<file path="src/design/sqau_pkg.sv">
// sqau_pkg: shared types, codes and default sizes for the stack/queue arithmetic unit.
// No dependencies; imported by sqau_alu and stack_queue_arith_unit.
`timescale 1ns / 1ps

package sqau_pkg;

    localparam int DEPTH_DEF      = 64;
    localparam int DATA_WIDTH_DEF = 32;

    localparam logic [2:0] MODE_PUSH = 3'd0;
    localparam logic [2:0] MODE_PEEK = 3'd1;
    localparam logic [2:0] MODE_SUB  = 3'd2;
    localparam logic [2:0] MODE_DIV  = 3'd3;
    localparam logic [2:0] MODE_MUL  = 3'd4;

    localparam logic [1:0] STATUS_OK    = 2'd0;
    localparam logic [1:0] STATUS_SHORT = 2'd1;
    localparam logic [1:0] STATUS_DIVZ  = 2'd2;
    localparam logic [1:0] STATUS_OVF   = 2'd3;

    typedef struct packed {
        logic [2:0]         mode;
        logic signed [31:0] push_value;
    } in_item_t;

    typedef struct packed {
        logic [1:0]         status;
        logic signed [31:0] top_value;
        logic               peek_valid;
        logic [6:0]         depth;
    } out_item_t;

    typedef struct packed {
        logic       go;
        logic [2:0] op;
    } alu_ctl_t;

endpackage

</file>
<file path="src/design/sqau_alu.sv">
// sqau_alu: bit-serial subtract, shift-add multiply and restoring signed divide.
// Uses sqau_pkg (mode codes, alu_ctl_t). One operand bit per cycle, DATA_WIDTH steps.
`timescale 1ns / 1ps

module sqau_alu
    import sqau_pkg::*;
#(
    parameter int DATA_WIDTH = DATA_WIDTH_DEF
)
(
    input  logic                  clk,
    input  logic                  rst_n,
    input  alu_ctl_t              ctl,
    input  logic [DATA_WIDTH-1:0] a,
    input  logic [DATA_WIDTH-1:0] b,
    output logic                  done,
    output logic [DATA_WIDTH-1:0] result
);

    localparam int W    = DATA_WIDTH;
    localparam int CNTW = $clog2(W);
    localparam logic [CNTW-1:0] LAST = CNTW'(W - 1);

    localparam logic [1:0] A_IDLE = 2'd0;
    localparam logic [1:0] A_PRE  = 2'd1;
    localparam logic [1:0] A_RUN  = 2'd2;
    localparam logic [1:0] A_POST = 2'd3;

    logic [1:0]      astate_reg, astate_next;
    logic            done_reg, done_next;
    logic [2:0]      op_reg, op_next;
    logic [W-1:0]    x_reg, x_next;
    logic [W-1:0]    y_reg, y_next;
    logic [W-1:0]    acc_reg, acc_next;
    logic [W-1:0]    rem_reg, rem_next;
    logic            borrow_reg, borrow_next;
    logic            neg_reg, neg_next;
    logic [CNTW-1:0] cnt_reg, cnt_next;

    logic            diff_bit;
    logic [W:0]      shifted;
    logic [W:0]      trial;

    always_comb
    begin
        astate_next = astate_reg;
        done_next   = 1'b0;
        op_next     = op_reg;
        x_next      = x_reg;
        y_next      = y_reg;
        acc_next    = acc_reg;
        rem_next    = rem_reg;
        borrow_next = borrow_reg;
        neg_next    = neg_reg;
        cnt_next    = cnt_reg;

        diff_bit = x_reg[0] ^ y_reg[0] ^ borrow_reg;
        shifted  = {rem_reg, x_reg[W-1]};
        trial    = shifted - {1'b0, y_reg};

        case (astate_reg)
            A_IDLE:
            begin
                if (ctl.go)
                begin
                    op_next     = ctl.op;
                    x_next      = a;
                    y_next      = b;
                    acc_next    = '0;
                    rem_next    = '0;
                    borrow_next = 1'b0;
                    cnt_next    = '0;
                    neg_next    = a[W-1] ^ b[W-1];
                    astate_next = (ctl.op == MODE_DIV) ? A_PRE : A_RUN;
                end
            end
            A_PRE:
            begin
                // operand magnitudes; the most negative value stays as its own magnitude
                x_next      = x_reg[W-1] ? (~x_reg + 1'b1) : x_reg;
                y_next      = y_reg[W-1] ? (~y_reg + 1'b1) : y_reg;
                astate_next = A_RUN;
            end
            A_RUN:
            begin
                cnt_next = cnt_reg + 1'b1;
                case (op_reg)
                    MODE_SUB:
                    begin
                        acc_next    = {diff_bit, acc_reg[W-1:1]};
                        borrow_next = (~x_reg[0] & y_reg[0])
                                    | (~(x_reg[0] ^ y_reg[0]) & borrow_reg);
                        x_next      = {1'b0, x_reg[W-1:1]};
                        y_next      = {1'b0, y_reg[W-1:1]};
                    end
                    MODE_MUL:
                    begin
                        acc_next = acc_reg + (y_reg[0] ? x_reg : '0);
                        x_next   = {x_reg[W-2:0], 1'b0};
                        y_next   = {1'b0, y_reg[W-1:1]};
                    end
                    MODE_DIV:
                    begin
                        rem_next = trial[W] ? shifted[W-1:0] : trial[W-1:0];
                        x_next   = {x_reg[W-2:0], ~trial[W]};
                    end
                    default:
                    begin
                    end
                endcase
                if (cnt_reg == LAST)
                begin
                    if (op_reg == MODE_DIV)
                    begin
                        astate_next = A_POST;
                    end
                    else
                    begin
                        astate_next = A_IDLE;
                        done_next   = 1'b1;
                    end
                end
            end
            A_POST:
            begin
                acc_next    = neg_reg ? (~x_reg + 1'b1) : x_reg;
                done_next   = 1'b1;
                astate_next = A_IDLE;
            end
            default:
            begin
                astate_next = A_IDLE;
            end
        endcase
    end

    always_ff @(posedge clk or negedge rst_n)
    begin
        if (!rst_n)
        begin
            astate_reg <= A_IDLE;
            done_reg   <= 1'b0;
        end
        else
        begin
            astate_reg <= astate_next;
            done_reg   <= done_next;
        end
    end

    always_ff @(posedge clk)
    begin
        op_reg     <= op_next;
        x_reg      <= x_next;
        y_reg      <= y_next;
        acc_reg    <= acc_next;
        rem_reg    <= rem_next;
        borrow_reg <= borrow_next;
        neg_reg    <= neg_next;
        cnt_reg    <= cnt_next;
    end

    assign done   = done_reg;
    assign result = acc_reg;

endmodule

</file>
<file path="src/design/stack_queue_arith_unit.sv">
// stack_queue_arith_unit: top level, deque control, element memory and result register.
// Uses sqau_pkg (types, codes, defaults) and instantiates sqau_alu.
`timescale 1ns / 1ps
//
// Usage:
//   A transaction is taken at a rising edge with start high and busy low; item carries
//   mode (push, peek, sub, div, mul) and push_value. busy stays high until the result
//   has been shown.
//   Exactly one result per transaction: result_valid is high for one cycle with result
//   (status, top_value, peek_valid, depth). The receiver cannot stall; the result is
//   gone after that cycle.
//   On the way from accept to result_valid, push, peek, ignored modes and short-stack
//   rejects pass S_RD and S_OUT; a divide-by-zero reject passes S_CHK first; sub and
//   mul pass S_CHK, the bit-serial ALU (S_ALU), S_RD and S_OUT, and div adds the ALU's
//   magnitude and sign steps. The ALU takes one operand bit per cycle. One transaction
//   at a time; a new one can be accepted the cycle after result_valid.
//   cfg_we/cfg_data write queue_mode (0 push to top, 1 append at bottom); write only
//   while busy is low.
//   Reset clears head, count, queue_mode and the control state; the element memory is
//   not cleared and needs no clearing pass.
//
module stack_queue_arith_unit
    import sqau_pkg::*;
#(
    parameter int DEPTH      = DEPTH_DEF,
    parameter int DATA_WIDTH = DATA_WIDTH_DEF
)
(
    input  logic      clk,
    input  logic      rst_n,
    input  logic      start,
    output logic      busy,
    input  in_item_t  item,
    output logic      result_valid,
    output out_item_t result,
    input  logic      cfg_we,
    input  logic      cfg_data
);

    localparam int W  = DATA_WIDTH;
    localparam int AW = (DEPTH > 2) ? $clog2(DEPTH) : 1;
    localparam int CW = $clog2(DEPTH + 1);

    localparam logic [AW-1:0] LAST_SLOT = AW'(DEPTH - 1);
    localparam logic [AW:0]   DEPTH_X   = (AW + 1)'(DEPTH);
    localparam logic [CW-1:0] FULL_CNT  = CW'(DEPTH);
    localparam logic [CW-1:0] TWO_CNT   = CW'(2);

    localparam logic [2:0] S_IDLE = 3'd0;
    localparam logic [2:0] S_CHK  = 3'd1;
    localparam logic [2:0] S_ALU  = 3'd2;
    localparam logic [2:0] S_RD   = 3'd3;
    localparam logic [2:0] S_OUT  = 3'd4;

    logic [2:0]    state_reg, state_next;
    logic [AW-1:0] head_reg, head_next;
    logic [CW-1:0] count_reg, count_next;
    logic          queue_mode_reg;
    logic [2:0]    mode_reg, mode_next;
    logic [1:0]    status_reg, status_next;
    logic          peek_reg, peek_next;

    logic [W-1:0]  mem [DEPTH];
    logic [W-1:0]  rd_top_reg;
    logic [W-1:0]  rd_sec_reg;
    logic          wr_en;
    logic [AW-1:0] wr_addr;
    logic [W-1:0]  wr_data;

    logic [AW-1:0] slot_up;
    logic [AW-1:0] slot_dn;
    logic [AW:0]   tail_sum;
    logic [AW:0]   tail_wrap;
    logic [AW-1:0] tail_slot;
    logic [W+31:0] pv_ext;
    logic [W+31:0] top_ext;
    logic [CW+6:0] depth_ext;

    alu_ctl_t      alu_ctl;
    logic          alu_done;
    logic [W-1:0]  alu_result;

    assign slot_up   = (head_reg == LAST_SLOT) ? '0 : head_reg + 1'b1;
    assign slot_dn   = (head_reg == '0) ? LAST_SLOT : head_reg - 1'b1;
    assign tail_sum  = {1'b0, head_reg} + (AW + 1)'(count_reg);
    assign tail_wrap = (tail_sum >= DEPTH_X) ? tail_sum - DEPTH_X : tail_sum;
    assign tail_slot = tail_wrap[AW-1:0];
    assign pv_ext    = {{W{item.push_value[31]}}, item.push_value};

    always_comb
    begin
        state_next  = state_reg;
        head_next   = head_reg;
        count_next  = count_reg;
        mode_next   = mode_reg;
        status_next = status_reg;
        peek_next   = peek_reg;
        wr_en       = 1'b0;
        wr_addr     = slot_up;
        wr_data     = alu_result;
        alu_ctl.go  = 1'b0;
        alu_ctl.op  = mode_reg;

        case (state_reg)
            S_IDLE:
            begin
                if (start)
                begin
                    mode_next   = item.mode;
                    status_next = STATUS_OK;
                    peek_next   = 1'b0;
                    state_next  = S_RD;
                    case (item.mode)
                        MODE_PUSH:
                        begin
                            if (count_reg == FULL_CNT)
                            begin
                                count_next  = '0;
                                head_next   = '0;
                                status_next = STATUS_OVF;
                            end
                            else
                            begin
                                wr_en      = 1'b1;
                                wr_data    = pv_ext[W-1:0];
                                count_next = count_reg + 1'b1;
                                if (queue_mode_reg)
                                begin
                                    wr_addr = tail_slot;
                                end
                                else
                                begin
                                    wr_addr   = slot_dn;
                                    head_next = slot_dn;
                                end
                            end
                        end
                        MODE_PEEK:
                        begin
                            if (count_reg == '0)
                            begin
                                status_next = STATUS_SHORT;
                            end
                            else
                            begin
                                peek_next = 1'b1;
                            end
                        end
                        MODE_SUB, MODE_DIV, MODE_MUL:
                        begin
                            if (count_reg < TWO_CNT)
                            begin
                                status_next = STATUS_SHORT;
                            end
                            else
                            begin
                                state_next = S_CHK;
                            end
                        end
                        default:
                        begin
                        end
                    endcase
                end
            end
            S_CHK:
            begin
                // operands were read at the accept edge: top in rd_top, second in rd_sec
                if (mode_reg == MODE_DIV && rd_top_reg == '0)
                begin
                    status_next = STATUS_DIVZ;
                    state_next  = S_RD;
                end
                else
                begin
                    alu_ctl.go = 1'b1;
                    state_next = S_ALU;
                end
            end
            S_ALU:
            begin
                if (alu_done)
                begin
                    wr_en      = 1'b1;
                    head_next  = slot_up;
                    count_next = count_reg - 1'b1;
                    state_next = S_RD;
                end
            end
            S_RD:
            begin
                state_next = S_OUT;
            end
            S_OUT:
            begin
                state_next = S_IDLE;
            end
            default:
            begin
                state_next = S_IDLE;
            end
        endcase
    end

    always_ff @(posedge clk or negedge rst_n)
    begin
        if (!rst_n)
        begin
            state_reg      <= S_IDLE;
            head_reg       <= '0;
            count_reg      <= '0;
            queue_mode_reg <= 1'b0;
        end
        else
        begin
            state_reg <= state_next;
            head_reg  <= head_next;
            count_reg <= count_next;
            if (cfg_we)
            begin
                queue_mode_reg <= cfg_data;
            end
        end
    end

    always_ff @(posedge clk)
    begin
        mode_reg   <= mode_next;
        status_reg <= status_next;
        peek_reg   <= peek_next;
    end

    always_ff @(posedge clk)
    begin
        if (wr_en)
        begin
            mem[wr_addr] <= wr_data;
        end
        rd_top_reg <= mem[head_reg];
        rd_sec_reg <= mem[slot_up];
    end

    sqau_alu #(
        .DATA_WIDTH (W)
    ) u_alu (
        .clk    (clk),
        .rst_n  (rst_n),
        .ctl    (alu_ctl),
        .a      (rd_sec_reg),
        .b      (rd_top_reg),
        .done   (alu_done),
        .result (alu_result)
    );

    assign top_ext   = (W + 32)'(rd_top_reg);
    assign depth_ext = (CW + 7)'(count_reg);

    assign busy                = (state_reg != S_IDLE);
    assign result_valid        = (state_reg == S_OUT);
    assign result.status       = status_reg;
    assign result.top_value    = (count_reg == '0) ? '0 : top_ext[31:0];
    assign result.peek_valid   = peek_reg;
    assign result.depth        = depth_ext[6:0];

`ifndef SYNTH
    a_count_bound: assert property (@(posedge clk) disable iff (!rst_n)
        count_reg <= FULL_CNT)
        else $error("element count above DEPTH");

    a_accept_blocks: assert property (@(posedge clk) disable iff (!rst_n)
        start && !busy |=> busy)
        else $error("accepted transaction did not raise busy");

    a_single_strobe: assert property (@(posedge clk) disable iff (!rst_n)
        result_valid |=> !result_valid && !busy)
        else $error("result strobe longer than one cycle or block not idle after it");

    a_alu_done_wait: assert property (@(posedge clk) disable iff (!rst_n)
        alu_done |-> state_reg == S_ALU)
        else $error("ALU finished while control was not waiting");

    a_peek_ok: assert property (@(posedge clk) disable iff (!rst_n)
        result_valid && result.peek_valid |-> result.status == STATUS_OK
            && result.depth != 7'd0 || result_valid && result.peek_valid
            && result.status == STATUS_OK && CW > 7)
        else $error("peek reported valid with bad status or empty store");
`endif

endmodule
</file>
<file path="config.mk">
export PLATFORM = sky130hd
export DESIGN_NAME = stack_queue_arith_unit
export DESIGN_NICKNAME = d
export VERILOG_FILES = /design/src/design/sqau_pkg.sv /design/src/design/sqau_alu.sv /design/src/design/stack_queue_arith_unit.sv
export SDC_FILE = /design/constraint.sdc
export NUM_CORES = 2
export LEC_CHECK = 0
export BUFFER_PORTS_ARGS = -buffer_cell sky130_fd_sc_hd__buf_2
export CORE_ASPECT_RATIO = 0.5
export CORE_MARGIN = 3
export CORE_UTILIZATION = 45
export CTS_BUF_LIST = sky130_fd_sc_hd__clkbuf_4 sky130_fd_sc_hd__clkbuf_8 sky130_fd_sc_hd__clkbuf_16
export DETAILED_ROUTE_END_ITERATION = 12
export PLACE_DENSITY = 0.66
export SLEW_MARGIN = 40
export SYNTH_ARGS = -nofsm -noshare
export SYNTH_HDL_FRONTEND = slang
export SYNTH_SLANG_ARGS = --single-unit
export TNS_END_PERCENT = 30
</file>
<file path="constraint.sdc">
create_clock -name clk -period 9.41 [get_ports clk]
set_input_delay 1.4115 -clock clk [delete_from_list [all_inputs] [get_ports clk]]
set_output_delay 1.4115 -clock clk [all_outputs]
set_load 0.01 [all_outputs]
</file>
==> insert_results.sql <==
INSERT INTO impl_metrics (metric_group, metric, value, unit) VALUES
('global_routing', 'grt_first_pass_wirelength', '517', 'mm'),
('clock_network', 'cts-resized-gates', '0', ''),
('worst_setup_path', 'worst-r2r-cell-count', '12', ''),
('yosys', 'synth_top_family_by_area', 'multiplexers', ''),
('timing', 'achievable-frequency', '0.173', 'GHz'),
('clock_network', 'cts.repair_timing.setup_buffer_count', '0', ''),
('yosys', 'synth_cell_area', '111000', 'sq um'),
('worst_setup_path', 'beginning_of_the_worst_register_to_register_path', 'head_reg[0]', ''),
('drt', 'detail_route.wl_per_cell', '32.5', 'um'),
('yosys', 'synthArstFlopShare', '0.879', '%'),
('pwr', 'leakagePower', '41.5', 'nW'),
('flow_run', 'cap_viol_max_count', '0', ''),
('worst_setup_path', 'timing.critical_path.fanout_max', '118', ''),
('finish', 'layout.nets', '7884', ''),
('worst_setup_path', 'timing.rr.end', 'rd_sec_reg[23]', ''),
('worst_setup_path', 'setup.worst_path.start_class', 'flop', ''),
('global_routing', 'grt-ovfl-total', '0', ''),
('yosys', 'synth_edf_count', '2192', ''),
('yosys', 'synth.mux.area_fraction', '19.0', '%'),
('yosys', 'post_synthesis_simple_gate_area_fraction', '8.13', '%'),
('worst_setup_path', 'cp-startpoint', 'head_reg[0]', ''),
('global_routing', 'grt_antenna_before_repair', '50', ''),
('finish', 'regArea', '67600', 'sq um'),
('outcome', 'run_status', 'complete, no violations', ''),
('yosys', 'yosysSeqAreaShare', '61.1', '%'),
('min_path', 'terminating_pin_of_the_worst_hold_path', 'u_alu.x_reg[12]', ''),
('timing', 'fin_worst_skew', '0.0538', 'ns'),
('worst_setup_path', 'ws_path_type', 'reg2reg', ''),
('floorplan', 'design.die.area', '252000', 'sq um'),
('yosys', 'mappedNetlistNets', '7933', ''),
('clock_network', 'clkSinkCount', '2276', ''),
('global_routing', 'via_count_of_the_first_global_routing_pass', '71400', ''),
('worst_setup_path', 'worst_path_largest_cell_delay', '0.76', 'ns'),
('finish', 'top_register', 'mem', ''),
('finish', 'post-route-util', '50.9', '%'),
('timing', 'finalSetupViolCount', '0', ''),
('placed_design', 'placement.io_buffers', '83', ''),
('drt', 'antenna_left', '0', ''),
('drt', 'routed_via_density', '6.66', ''),
('min_path', 'min-delay-start', 'rd_sec_reg[12]', ''),
('floorplan', 'num_rows', '127', ''),
('drt', 'drt_iter0_markers', '12300', ''),
('yosys', 'synth_compound_gate_area_share', '7.13', '%'),
('floorplan', 'core_area', '242000', 'sq um'),
('worst_setup_path', 'required', '10.12', 'ns'),
('worst_setup_path', 'critical_path_endpoint_category', 'flop', ''),
('floorplan', 'chipHeight', '357', 'um'),
('placed_design', 'replace_congestion', '0.937', ''),
('yosys', 'syn_avg_cell_area', '14.2', 'sq um'),
('yosys', 'ys.flop_type', 'edfxtp_1', ''),
('finish', 'multi_input_comb_area', '41300', 'sq um'),
('worst_setup_path', 'worstPathCellList', 'ha_1, and3_1, a31oi_4, buf_12, buf_4, buf_4, mux2i_1, a32oi_1, and3_1, a31oi_1, o32a_1, o311ai_0', ''),
('timing', 'setup-tns-final', '0', 'ns'),
('clock_network', 'clock_insertion_delay_at_the_later_pin_of_the_skew_report', '0.89', 'ns'),
('finish', 'synthToLayoutAreaGrowth', '11.3', '%'),
('yosys', 'ys_seq_elements', '2276', ''),
('floorplan', 'pin_count', '84', ''),
('pwr', 'ir_drop', '0.600', 'mV'),
('finish', 'fillerInstances', '19800', ''),
('timing', 'finalMaxSlewViolations', '0', ''),
('drt', 'detailed_route_via_count', '74600', ''),
('floorplan', 'floorplan.initialDensity', '45.7', '%'),
('worst_setup_path', 'critPathArrivalTime', '6.50', 'ns'),
('clock_network', 'root_buffer', 'clkbuf_16', ''),
('placed_design', 'dpl.hpwl', '223', 'mm'),
('clock_network', 'number_of_buffers_added_to_fix_hold_violations_after_cts', '0', ''),
('finish', 'largest_reg_flops', '2048', ''),
('clock_network', 'h_tree_depth', '4', ''),
('yosys', 'yosys.area_share.xor_xnor', '1.20', '%'),
('min_path', 'hold_path_depth', '2', ''),
('clock_network', 'worst_setup_hold_path_clk_slew', '0.07', 'ns');
## final cells by class
| class | count | area share [%] |
|---|---|---|
| inverter | 76 | 0.242 |
| antenna | 38 | 0.0772 |
| multi-input combinational | 4870 | 33.5 |
| tap | 3225 | 3.28 |
| clock inverter | 103 | 0.808 |
| timing repair buffer | 315 | 2.23 |
| sequential | 2276 | 54.9 |
| clock buffer | 288 | 4.94 |
## placed cells by master, fill, tap and decap left out, drive strengths merged, types with 35 or more instances in the layout
cell	n
mux2i	554
clkinv	79
diode	38
clkbuf	289
nor3	64
a21oi	722
xnor2	90
xor2	62
ha	85
o22ai	259
nor4	196
a22oi	35
edfxtp	2192
a21o	36
and2	47
nand3	70
mux4	672
nor2	282
o311ai	59
buf	314
o21ai	82
inv	78
nand2	1187
dfxtp	64
nor2b	40
## Yosys cell counts (all sizes together) (18+ instances only)
master | n | area [sq um]
a32oi | 23 | 201
clkbuf | 385 | 1450
nand4 | 34 | 213
buf | 197 | 858
a21oi | 722 | 3610
dfrtp | 20 | 500
edfxtp | 2192 | 65800
nor2b | 40 | 250
inv | 76 | 285
nand2b | 21 | 131
dfxtp | 64 | 1280
nor4 | 196 | 1240
and2 | 47 | 294
or3 | 21 | 141
o21ai | 82 | 414
nor3 | 64 | 320
xor2 | 62 | 543
o22ai | 259 | 1620
a22oi | 35 | 263
or4 | 32 | 244
nand3 | 70 | 355
a31oi | 21 | 131
ha | 85 | 1060
mux4 | 672 | 15100
o311ai | 59 | 517
mux2i | 554 | 5550
a21o | 36 | 270
nand2 | 1187 | 4460
xnor2 | 90 | 788
nor2 | 282 | 1070
a211oi | 18 | 140
mux2 | 33 | 372
## cell families (layout without fill, tap and decap cells)
group,count (synthesis),after routing
muxes,1259,1259
adders and majority gates,89,89
xor gates and xnor gates,152,152
other,0,38
AOI/OAI and AO/OA,1339,1339
buffers and inverters,658,782
and+or+nand+nor,2031,2031
DFF,2276,2276
## worst max path at each step
stage / to / cells past startpoint
3_3_place_gp: rd_sec_reg[3] / 10
4_1_cts: rd_sec_reg[23] / 12
6_report: rd_sec_reg[23] / 12
3_5_place_dp: mem[29][25] / 10
2_1_floorplan: mem[48][0] / 8
5_1_grt: rd_sec_reg[23] / 12
## critical path: cells and delay by family (launching register included)
| kind | cells | cell delay [ns] |
|---|---|---|
| flip-flops | 1 | 0.75 |
| AO/OA/AOI/OAI | 5 | 1.64 |
| buffers and inverters | 3 | 1.86 |
| AND/OR/NAND/NOR | 2 | 0.47 |
| adder cells (fa/ha/maj) | 1 | 0.43 |
| multiplexers | 1 | 0.25 |
## metal layers
| layer | vias up | part of all wire [%] | GRT usage (%) |
|---|---|---|---|
| met4 | 26 | 4.1 | 10.6 |
| met2 | 5375 | 43 | 41.1 |
| met1 | 37800 | 37 | 39.5 |
| li1 | 30600 | - | - |
| met5 | - | 0.052 | 0 |
| met3 | 759 | 16 | 10.2 |
## power breakdown
group	total [mW]	internal (mW)	switching, mW	leakage [nW]
clock network	8.89	5.05	3.84	3.56
logic	24.6	8.17	16.4	17.3
registers	14.6	13.5	1.11	20.7
## metrics by stage
stage	total power, mW	std cells	hold slack (ns)	cell area [sq um]	worst slack [ns]
2_1_floorplan	28.7	7804	0.426	111000	4.39
6_report	48.0	11200	0.574	123000	3.63
4_1_cts	47.1	11200	0.546	123000	3.86
5_1_grt	49.6	11200	0.583	123000	3.43
3_3_place_gp	37.9	10700	0.548	115000	2.84
3_5_place_dp	38.4	10800	0.582	116000	3.63
(Power assumes the default switching activity.)
